## src/iirdf2_pkg.sv

```systemverilog
// ----------------------------------------------------------------------------
// iirdf2_pkg
// Shared types, widths and helpers for the direct form II IIR filter.
// ----------------------------------------------------------------------------
package iirdf2_pkg;

    localparam int ORDER    = 2;                        // filter order, 1..2
    localparam int TAPS     = (ORDER < 2) ? ORDER : 2;  // taps with coefficients
    localparam int SAMPLE_W = 16;                       // Q1.15
    localparam int COEF_W   = 18;                       // Q4.14
    localparam int STATE_W  = 20;                       // Q5.15
    localparam int PROD_W   = COEF_W + STATE_W;
    localparam int ACC_W    = PROD_W + 2;               // three products summed
    localparam int FRAC_SH  = 14;
    localparam int RND_W    = ACC_W - FRAC_SH;
    localparam int IDX_W    = 3;
    localparam int OUT_TD_W = 24;                       // sample_out + saturated, byte padded
    localparam int STEP_W   = 3;

    localparam logic [IDX_W-1:0] REG_FB_GAIN_0 = IDX_W'(0);
    localparam logic [IDX_W-1:0] REG_FB_COEF_1 = IDX_W'(1);
    localparam logic [IDX_W-1:0] REG_FB_COEF_2 = IDX_W'(2);
    localparam logic [IDX_W-1:0] REG_FF_COEF_0 = IDX_W'(3);
    localparam logic [IDX_W-1:0] REG_FF_COEF_1 = IDX_W'(4);
    localparam logic [IDX_W-1:0] REG_FF_COEF_2 = IDX_W'(5);

    localparam logic signed [COEF_W-1:0] COEF_ONE = COEF_W'(1 << FRAC_SH);

    localparam logic signed [RND_W-1:0] W_HI = RND_W'((1 << (STATE_W - 1)) - 1);
    localparam logic signed [RND_W-1:0] W_LO = ~W_HI;
    localparam logic signed [RND_W-1:0] Y_HI = RND_W'((1 << (SAMPLE_W - 1)) - 1);
    localparam logic signed [RND_W-1:0] Y_LO = ~Y_HI;

    typedef enum logic {
        ST_IDLE,
        ST_RUN
    } state_t;

    typedef struct packed {
        logic mul_en;
        logic acc_en;
        logic acc_load;
    } mac_ctrl_t;

    // Round half up and drop the fraction bits of the extra product scaling.
    function automatic logic signed [RND_W-1:0] rnd_shift(input logic signed [ACC_W-1:0] acc);
        logic signed [ACC_W-1:0] t;
        t = acc + $signed(ACC_W'(1) << (FRAC_SH - 1));
        return t[ACC_W-1:FRAC_SH];
    endfunction

endpackage

```

## src/iir_direct_form_ii_filter.sv

```systemverilog
// Flow: an input beat starts sequencer steps 0..7; the result is registered to
//   m_tvalid when the output is free. A new sample is accepted only when idle,
//   as the single 18x20 multiplier computes the six products in turn.
// The result register lets the next sample enter while a result waits.
// Reset (rst_n low, async): coefficients to unity gain / zero taps, delay line
//   cleared, no result pending.
// ----------------------------------------------------------------------------
// iir_direct_form_ii_filter
// Direct form II IIR filter with a sequenced shared multiply-accumulate.
// ----------------------------------------------------------------------------
module iir_direct_form_ii_filter
    import iirdf2_pkg::*;
(
    input  logic                  clk,
    input  logic                  rst_n,
    input  logic                  s_tvalid,
    output logic                  s_tready,
    input  logic [SAMPLE_W-1:0]   s_tdata,    // [15:0] sample_in
    output logic                  m_tvalid,
    input  logic                  m_tready,
    output logic [OUT_TD_W-1:0]   m_tdata,    // [15:0] sample_out, [16] saturated, rest zero
    input  logic                  cfg_valid,
    output logic                  cfg_ready,
    input  logic [IDX_W-1:0]      cfg_index,
    input  logic [COEF_W-1:0]     cfg_data
);

    state_t                    state_reg, state_next;
    logic [STEP_W-1:0]         step_reg, step_next;
    logic signed [COEF_W-1:0]  fb_coef_reg [3];
    logic signed [COEF_W-1:0]  ff_coef_reg [3];
    logic signed [STATE_W-1:0] dl_reg [ORDER];
    logic signed [STATE_W-1:0] tap_op [2];
    logic signed [SAMPLE_W-1:0] x_reg;
    logic signed [STATE_W-1:0] w_reg;
    logic                      wclip_reg;
    logic                      m_valid_reg;
    logic [SAMPLE_W-1:0]       y_out_reg;
    logic                      sat_out_reg;

    mac_ctrl_t                 mac_ctrl;
    logic signed [COEF_W-1:0]  mac_coef;
    logic signed [STATE_W-1:0] mac_opnd;
    logic signed [ACC_W-1:0]   acc;
    logic signed [RND_W-1:0]   rnd;
    logic signed [STATE_W-1:0] w_sat;
    logic                      w_clip;
    logic signed [SAMPLE_W-1:0] y_sat;
    logic                      y_clip;
    logic                      s_accept;
    logic                      w_load;
    logic                      out_load;

    assign s_tready  = (state_reg == ST_IDLE);
    assign s_accept  = s_tvalid && s_tready;
    assign cfg_ready = 1'b1;

    // Taps without a delay element behave as zero.
    for (genvar i = 0; i < 2; i++)
    begin : g_tap
        if (i < TAPS)
        begin : g_on
            assign tap_op[i] = dl_reg[i];
        end
        else
        begin : g_off
            assign tap_op[i] = '0;
        end
    end

    iirdf2_mac u_mac (
        .clk  (clk),
        .ctrl (mac_ctrl),
        .coef (mac_coef),
        .opnd (mac_opnd),
        .acc  (acc)
    );

    // Round and saturate the accumulator for both w and y.
    always_comb
    begin
        rnd    = rnd_shift(acc);
        w_clip = (rnd > W_HI) || (rnd < W_LO);
        if (rnd > W_HI)
            w_sat = W_HI[STATE_W-1:0];
        else if (rnd < W_LO)
            w_sat = W_LO[STATE_W-1:0];
        else
            w_sat = rnd[STATE_W-1:0];
        y_clip = (rnd > Y_HI) || (rnd < Y_LO);
        if (rnd > Y_HI)
            y_sat = Y_HI[SAMPLE_W-1:0];
        else if (rnd < Y_LO)
            y_sat = Y_LO[SAMPLE_W-1:0];
        else
            y_sat = rnd[SAMPLE_W-1:0];
    end

    // Sequencer: products issue in steps 0..5, accumulate in steps 1..6 via the product register.
    always_comb
    begin
        state_next = state_reg;
        step_next  = step_reg;
        mac_ctrl   = '0;
        mac_coef   = fb_coef_reg[0];
        mac_opnd   = {{(STATE_W - SAMPLE_W){x_reg[SAMPLE_W-1]}}, x_reg};
        w_load     = 1'b0;
        out_load   = 1'b0;
        case (state_reg)
            ST_IDLE:
            begin
                if (s_accept)
                begin
                    state_next = ST_RUN;
                    step_next  = '0;
                end
            end
            ST_RUN:
            begin
                step_next = step_reg + STEP_W'(1);
                case (step_reg)
                    3'd0:
                    begin
                        mac_ctrl.mul_en = 1'b1;
                    end
                    3'd1:
                    begin
                        mac_ctrl = '{mul_en: 1'b1, acc_en: 1'b1, acc_load: 1'b1};
                        mac_coef = fb_coef_reg[1];
                        mac_opnd = tap_op[0];
                    end
                    3'd2:
                    begin
                        mac_ctrl = '{mul_en: 1'b1, acc_en: 1'b1, acc_load: 1'b0};
                        mac_coef = fb_coef_reg[2];
                        mac_opnd = tap_op[1];
                    end
                    3'd3:
                    begin
                        mac_ctrl = '{mul_en: 1'b1, acc_en: 1'b1, acc_load: 1'b0};
                        mac_coef = ff_coef_reg[1];
                        mac_opnd = tap_op[0];
                    end
                    3'd4:
                    begin
                        // acc holds the full w sum here; capture before reload
                        mac_ctrl = '{mul_en: 1'b1, acc_en: 1'b1, acc_load: 1'b1};
                        mac_coef = ff_coef_reg[2];
                        mac_opnd = tap_op[1];
                        w_load   = 1'b1;
                    end
                    3'd5:
                    begin
                        mac_ctrl = '{mul_en: 1'b1, acc_en: 1'b1, acc_load: 1'b0};
                        mac_coef = ff_coef_reg[0];
                        mac_opnd = w_reg;
                    end
                    3'd6:
                    begin
                        mac_ctrl = '{mul_en: 1'b0, acc_en: 1'b1, acc_load: 1'b0};
                    end
                    default:
                    begin
                        step_next = step_reg;
                        if (!m_valid_reg || m_tready)
                        begin
                            out_load   = 1'b1;
                            state_next = ST_IDLE;
                        end
                    end
                endcase
            end
            default:
            begin
                state_next = ST_IDLE;
            end
        endcase
    end

    always_ff @(posedge clk or negedge rst_n)
    begin
        if (!rst_n)
        begin
            state_reg <= ST_IDLE;
            step_reg  <= '0;
        end
        else
        begin
            state_reg <= state_next;
            step_reg  <= step_next;
        end
    end

    always_ff @(posedge clk or negedge rst_n)
    begin
        if (!rst_n)
        begin
            fb_coef_reg[0] <= COEF_ONE;
            fb_coef_reg[1] <= '0;
            fb_coef_reg[2] <= '0;
            ff_coef_reg[0] <= COEF_ONE;
            ff_coef_reg[1] <= '0;
            ff_coef_reg[2] <= '0;
        end
        else if (cfg_valid && cfg_ready)
        begin
            case (cfg_index)
                REG_FB_GAIN_0: fb_coef_reg[0] <= cfg_data;
                REG_FB_COEF_1: fb_coef_reg[1] <= cfg_data;
                REG_FB_COEF_2: fb_coef_reg[2] <= cfg_data;
                REG_FF_COEF_0: ff_coef_reg[0] <= cfg_data;
                REG_FF_COEF_1: ff_coef_reg[1] <= cfg_data;
                REG_FF_COEF_2: ff_coef_reg[2] <= cfg_data;
                default: ;
            endcase
        end
    end

    always_ff @(posedge clk or negedge rst_n)
    begin
        if (!rst_n)
        begin
            for (int i = 0; i < ORDER; i++)
                dl_reg[i] <= '0;
        end
        else if (out_load)
        begin
            dl_reg[0] <= w_reg;
            for (int i = 1; i < ORDER; i++)
                dl_reg[i] <= dl_reg[i-1];
        end
    end

    always_ff @(posedge clk or negedge rst_n)
    begin
        if (!rst_n)
            m_valid_reg <= 1'b0;
        else if (out_load)
            m_valid_reg <= 1'b1;
        else if (m_tready)
            m_valid_reg <= 1'b0;
    end

    always_ff @(posedge clk)
    begin
        if (s_accept)
            x_reg <= s_tdata;
        if (w_load)
        begin
            w_reg     <= w_sat;
            wclip_reg <= w_clip;
        end
        if (out_load)
        begin
            y_out_reg   <= y_sat;
            sat_out_reg <= wclip_reg || y_clip;
        end
    end

    assign m_tvalid = m_valid_reg;
    assign m_tdata  = {(OUT_TD_W - SAMPLE_W - 1)'(0), sat_out_reg, y_out_reg};

`ifndef SYNTHESIS
    a_start: assert property (@(posedge clk) disable iff (!rst_n)
        s_accept |=> (state_reg == ST_RUN) && (step_reg == '0))
        else $error("sequencer did not start on input beat");

    a_result: assert property (@(posedge clk) disable iff (!rst_n)
        out_load |=> m_tvalid && (m_tdata[SAMPLE_W-1:0] == $past(y_sat)))
        else $error("result beat not presented");

    a_drain: assert property (@(posedge clk) disable iff (!rst_n)
        (m_tvalid && m_tready && !out_load) |=> !m_tvalid)
        else $error("result beat repeated");

    a_wcap: assert property (@(posedge clk) disable iff (!rst_n)
        w_load |-> (state_reg == ST_RUN) && mac_ctrl.acc_load)
        else $error("w captured outside its step");
`endif

endmodule

```

## src/iirdf2_mac.sv

```systemverilog
// ----------------------------------------------------------------------------
// iirdf2_mac
// Shared multiply-accumulate: registered product, then accumulator.
// ----------------------------------------------------------------------------
module iirdf2_mac
    import iirdf2_pkg::*;
(
    input  logic                     clk,
    input  mac_ctrl_t                ctrl,
    input  logic signed [COEF_W-1:0] coef,
    input  logic signed [STATE_W-1:0] opnd,
    output logic signed [ACC_W-1:0]  acc
);

    logic signed [PROD_W-1:0] prod_reg;
    logic signed [ACC_W-1:0]  acc_reg;
    logic signed [ACC_W-1:0]  acc_next;

    always_comb
    begin
        if (ctrl.acc_load)
            acc_next = ACC_W'(prod_reg);
        else
            acc_next = acc_reg + ACC_W'(prod_reg);
    end

    always_ff @(posedge clk)
    begin
        if (ctrl.mul_en)
            prod_reg <= coef * opnd;
        if (ctrl.acc_en)
            acc_reg <= acc_next;
    end

    assign acc = acc_reg;

endmodule
```

## config.mk

```make
export PLATFORM = sky130hd
export DESIGN_NAME = iir_direct_form_ii_filter
export DESIGN_NICKNAME = d
export VERILOG_FILES = /design/src/iirdf2_pkg.sv /design/src/iir_direct_form_ii_filter.sv /design/src/iirdf2_mac.sv
export SDC_FILE = /design/constraint.sdc
export NUM_CORES = 2
export LEC_CHECK = 0
export BUFFER_PORTS_ARGS = -buffer_cell sky130_fd_sc_hd__buf_2
export CORE_ASPECT_RATIO = 1.4
export CORE_MARGIN = 5
export CORE_UTILIZATION = 30
export CTS_CLUSTER_SIZE = 25
export DETAILED_ROUTE_END_ITERATION = 8
export PLACE_DENSITY_LB_ADDON = 0.15
export SYNTH_ARGS = -nofsm -noshare
export SYNTH_HDL_FRONTEND = slang
export SYNTH_HIERARCHICAL = 1
export SYNTH_SLANG_ARGS = --single-unit
```

## constraint.sdc

```tcl
create_clock -name clk -period 9.7 [get_ports clk]
set_input_delay 0.97 -clock clk [delete_from_list [all_inputs] [get_ports clk]]
set_output_delay 0.97 -clock clk [all_outputs]
set_load 0.05 [all_outputs]
```

==> metrics.txt <==
# TYPE chip_impl_metric gauge
chip_impl_info{name="run_status",value="finished clean"} 1
chip_impl_metric{name="drive_above_1_share",unit="%"} 12.4
chip_impl_metric{name="critical_path_arrival",unit="ps"} 9180
chip_impl_metric{name="finalHoldViolCount",unit=""} 0
chip_impl_metric{name="clk_path_buf_depth",unit=""} 3
chip_impl_metric{name="clock-sinks",unit=""} 285
chip_impl_info{name="layout_commonest_cell",value="inv_1"} 1
chip_impl_metric{name="synth_enable_flop_cells",unit=""} 132
chip_impl_metric{name="placement.io_buffers",unit=""} 60
chip_impl_metric{name="clock.fmax",unit="MHz"} 112
chip_impl_metric{name="synthCells",unit=""} 2764
chip_impl_metric{name="synthesis.area_per_instance",unit="µm²"} 9.98
chip_impl_metric{name="area_share_of_fa_ha_maj_cells_after_synthesis",unit="%"} 32.7
chip_impl_metric{name="critPathRequiredTime",unit="ps"} 9970
chip_impl_metric{name="yosysSeqAreaShare",unit="%"} 28.2
chip_impl_metric{name="clock_insertion_delay_worst_skew",unit="ps"} 570
chip_impl_metric{name="synth_xor_xnor_area_share",unit="%"} 2.88
chip_impl_metric{name="rows",unit=""} 131
chip_impl_info{name="layout.cells.most_common_list",value="inv_1 (448), nand2_1 (402), fa_1 (362)"} 1
chip_impl_metric{name="cts_htree_levels",unit=""} 2
chip_impl_metric{name="totalNegativeSetupSlack",unit="ps"} 0
chip_impl_metric{name="synthesis.area",unit="µm²"} 27600
chip_impl_metric{name="routed_wire_length_per_instance",unit="µm"} 19.9
chip_impl_metric{name="cell_count_final_fillers_out",unit=""} 4029
chip_impl_info{name="hold_path_class",value="in -> async"} 1
chip_impl_metric{name="path_max_fanout",unit=""} 19
chip_impl_metric{name="tritoncts.num_buffers",unit=""} 35
chip_impl_metric{name="setup-violations-final",unit=""} 0
chip_impl_metric{name="antenna_found_initial",unit=""} 1
chip_impl_info{name="critical_path_class",value="reg -> reg"} 1
chip_impl_metric{name="complex_gate_fraction_of_the_synthesized_area",unit="%"} 9.55
chip_impl_metric{name="netlist-cell-type-count",unit=""} 82
chip_impl_metric{name="finish.instance_area",unit="µm²"} 30700
chip_impl_metric{name="drt-pass1-iter-count",unit=""} 8
chip_impl_info{name="synth_top_family_by_area",value="adder cells"} 1
chip_impl_info{name="rsz0062_at_grt",value="false"} 1
chip_impl_metric{name="start_util",unit="%"} 30.2
chip_impl_metric{name="dp_cells",unit=""} 3969
chip_impl_metric{name="nFillCells",unit=""} 9259
chip_impl_metric{name="synth.top_cell.area_share",unit="%"} 26.3
chip_impl_metric{name="drt-total-wl",unit="µm"} 80100
chip_impl_info{name="reg2reg_from",value="step_reg[2]$_DFFE_PN0P_"} 1
chip_impl_metric{name="drt_iter0_drc",unit=""} 1109
chip_impl_metric{name="clk_pin_slew",unit="ps"} 60
chip_impl_info{name="worst_r2r_endpoint",value="u_mac/prod_reg[37]$_DFFE_PP_"} 1
chip_impl_metric{name="global_route.overflow_total",unit=""} 0
chip_impl_metric{name="place_area",unit="µm²"} 29600
chip_impl_metric{name="remaining_drc_errors",unit=""} 0
chip_impl_metric{name="muxShareOfSynthArea",unit="%"} 4.52
chip_impl_metric{name="holdBufCountCts",unit=""} 0
chip_impl_metric{name="reg2reg_depth",unit=""} 28
chip_impl_metric{name="final.hold.worst_slack",unit="ps"} 443
chip_impl_metric{name="nNetsFinal",unit=""} 3355
chip_impl_metric{name="detailedPlacementHpwl",unit="µm"} 62600
chip_impl_metric{name="die_height",unit="µm"} 369
chip_impl_metric{name="max_cap_viol_count",unit=""} 0
chip_impl_metric{name="gp_congestion",unit=""} 0.831
chip_impl_metric{name="drt.antenna.violating_nets",unit=""} 0
chip_impl_metric{name="grt_pass1_vias",unit=""} 21600
chip_impl_metric{name="finalClockSkew",unit="ps"} 31.0
chip_impl_metric{name="register_to_register_setup_slack",unit="ps"} 790
chip_impl_metric{name="die_area",unit="µm²"} 98200
chip_impl_metric{name="gr-usage-all-layers",unit="%"} 16.4
chip_impl_metric{name="num_antenna_cells",unit=""} 0
chip_impl_metric{name="ys_ff_latch",unit=""} 285
chip_impl_info{name="cts_tree",value="done"} 1
chip_impl_info{name="dominantRegCellSynth",value="dfrtp_1"} 1
chip_impl_info{name="root_buffer",value="clkbuf_16"} 1
chip_impl_info{name="crit_top_cell",value="fa_1"} 1
chip_impl_info{name="endpoint_class_of_the_critical_path",value="flip-flop"} 1
chip_impl_metric{name="finalCriticalPeriod",unit="ps"} 8910
chip_impl_metric{name="yosys.area_share.simple",unit="%"} 14.0
chip_impl_info{name="worst_setup_path_endpoint",value="u_mac/prod_reg[37]$_DFFE_PP_"} 1
chip_impl_metric{name="detail_route.vias_per_cell",unit=""} 4.88
chip_impl_metric{name="worstMarginPinSlew",unit="ps"} 1100
chip_impl_info{name="crit_path_from",value="step_reg[2]$_DFFE_PN0P_"} 1
chip_impl_metric{name="synth_warnings",unit=""} 6
chip_impl_metric{name="core",unit="µm²"} 91300
chip_impl_metric{name="cts_repair_resize_count",unit=""} 0
chip_impl_metric{name="io_pins",unit=""} 69
chip_impl_info{name="startpoint_type",value="flip-flop"} 1
chip_impl_metric{name="die_x",unit="µm"} 266
chip_impl_info{name="cp_slowest_cell",value="o21ai_2"} 1
chip_impl_metric{name="critical_path_s_largest_stage_delay",unit="ps"} 640
chip_impl_metric{name="share_of_flip_flops_with_an_asynchronous_set_or_reset",unit="%"} 53.7
chip_impl_metric{name="timing.final.crit_share",unit="%"} 91.9
chip_impl_metric{name="max-slew-margin-rel",unit="%"} 26.5
chip_impl_metric{name="pin_count_of_the_biggest_net_entering_global_routing",unit=""} 86
chip_impl_metric{name="num_vias",unit=""} 19700
chip_impl_metric{name="synthToLayoutAreaGrowth",unit="%"} 11.1
chip_impl_metric{name="global_route_wire_length_before_repair",unit="µm"} 126000
chip_impl_metric{name="max_slew_violations",unit=""} 0
chip_impl_metric{name="postCtsSetupRepairBufs",unit=""} 0
chip_impl_info{name="synth.top_cells.by_area",value="fa_1 (26%), edfxtp_1 (14%), dfrtp_1 (14%), ha_1 (6.4%), inv_1 (6.1%)"} 1
chip_impl_info{name="yosys.area.top_type",value="fa_1"} 1
==> layer usage <==
metal  vias to the layer above  part of all wire (%)  track usage [%]  wire [µm]
met5                         -                 0.016                0         13
met4                         2                   4.1             6.08       3290
li1                       9035                     -                -          -
met1                     10100                    38             18.5      30700
met2                       377                    55             31.8      43900
met3                       134                   2.7             1.56       2200
==> logic make-up after synthesis <==
kind of cell               after synthesis
buffers and inverters                  582
DFF                                    285
AOI/OAI and AO/OA                      391
adders and majority gates              504
xor gates and xnor gates                90
other                                    2
muxes                                  111
and+or+nand+nor                        799
==> critical path, delay by kind of cell (launching register included) <==
| kind | cells | cell delay, ps |
|---|---|---|
| buffers and inverters | 6 | 1100 |
| AOI/OAI and AO/OA | 8 | 2130 |
| xor gates and xnor gates | 1 | 110 |
| DFF | 1 | 360 |
| adders and majority gates | 8 | 3860 |
| and+or+nand+nor | 5 | 1030 |
==> final cells by class <==
| cell class | count | area (µm²) | area share [%] |
|---|---|---|---|
| well taps | 1197 | 1500 | 4.88 |
| inverters | 450 | 1690 | 5.51 |
| flip-flops and latches | 285 | 7790 | 25.4 |
| repair buffers | 134 | 862 | 2.81 |
| multi-input cells | 1903 | 17800 | 57.9 |
| clock buffers | 45 | 943 | 3.08 |
| clock inverters | 15 | 115 | 0.375 |
==> per-stage QoR <==
| step | util, % | setup slack [ps] |
|---|---|---|
| 2_1_floorplan | - | 1690 |
| 3_3_place_gp | 32.4 | 787 |
| 3_5_place_dp | 32.4 | 801 |
| 4_1_cts | 33.6 | 761 |
| 5_1_grt | 33.6 | 213 |
| 6_report | 33.6 | 789 |
==> synth_stat cells (18+ instances only) <==
library cell	instances
xor2_1	31
mux2_2	110
nand3_1	24
dfrtp_1	151
and2_1	179
o21ai_0	123
inv_1	448
nor2_1	75
a21oi_1	68
a21o_1	36
xnor2_1	58
ha_1	142
edfxtp_1	132
a222oi_1	38
a22o_1	18
clkbuf_1	112
nor3_1	21
fa_1	362
a31oi_1	25
nand2_1	402
==> how the worst min path moves through the flow <==
stage                                  endpoint  depth (start not counted)  slack (ps)                   start
floorplan                dl_reg[20]$_DFFE_PN0P_                          2         440  w_reg[0]$_SDFFCE_PN1P_
global route        ff_coef_reg[24]$_DFFE_PN0P_                          1         490                   rst_n
global placement         dl_reg[14]$_DFFE_PN0P_                          2         460  dl_reg[14]$_DFFE_PN0P_
detailed placement        dl_reg[7]$_DFFE_PN0P_                          2         460   dl_reg[7]$_DFFE_PN0P_
CTS                 ff_coef_reg[24]$_DFFE_PN0P_                          1         460                   rst_n
finish              ff_coef_reg[24]$_DFFE_PN0P_                          1         440                   rst_n
Power is left out: the tool's default activity adds up to more than one toggle a clock period on the data nets, which glitch-free logic cannot reach.
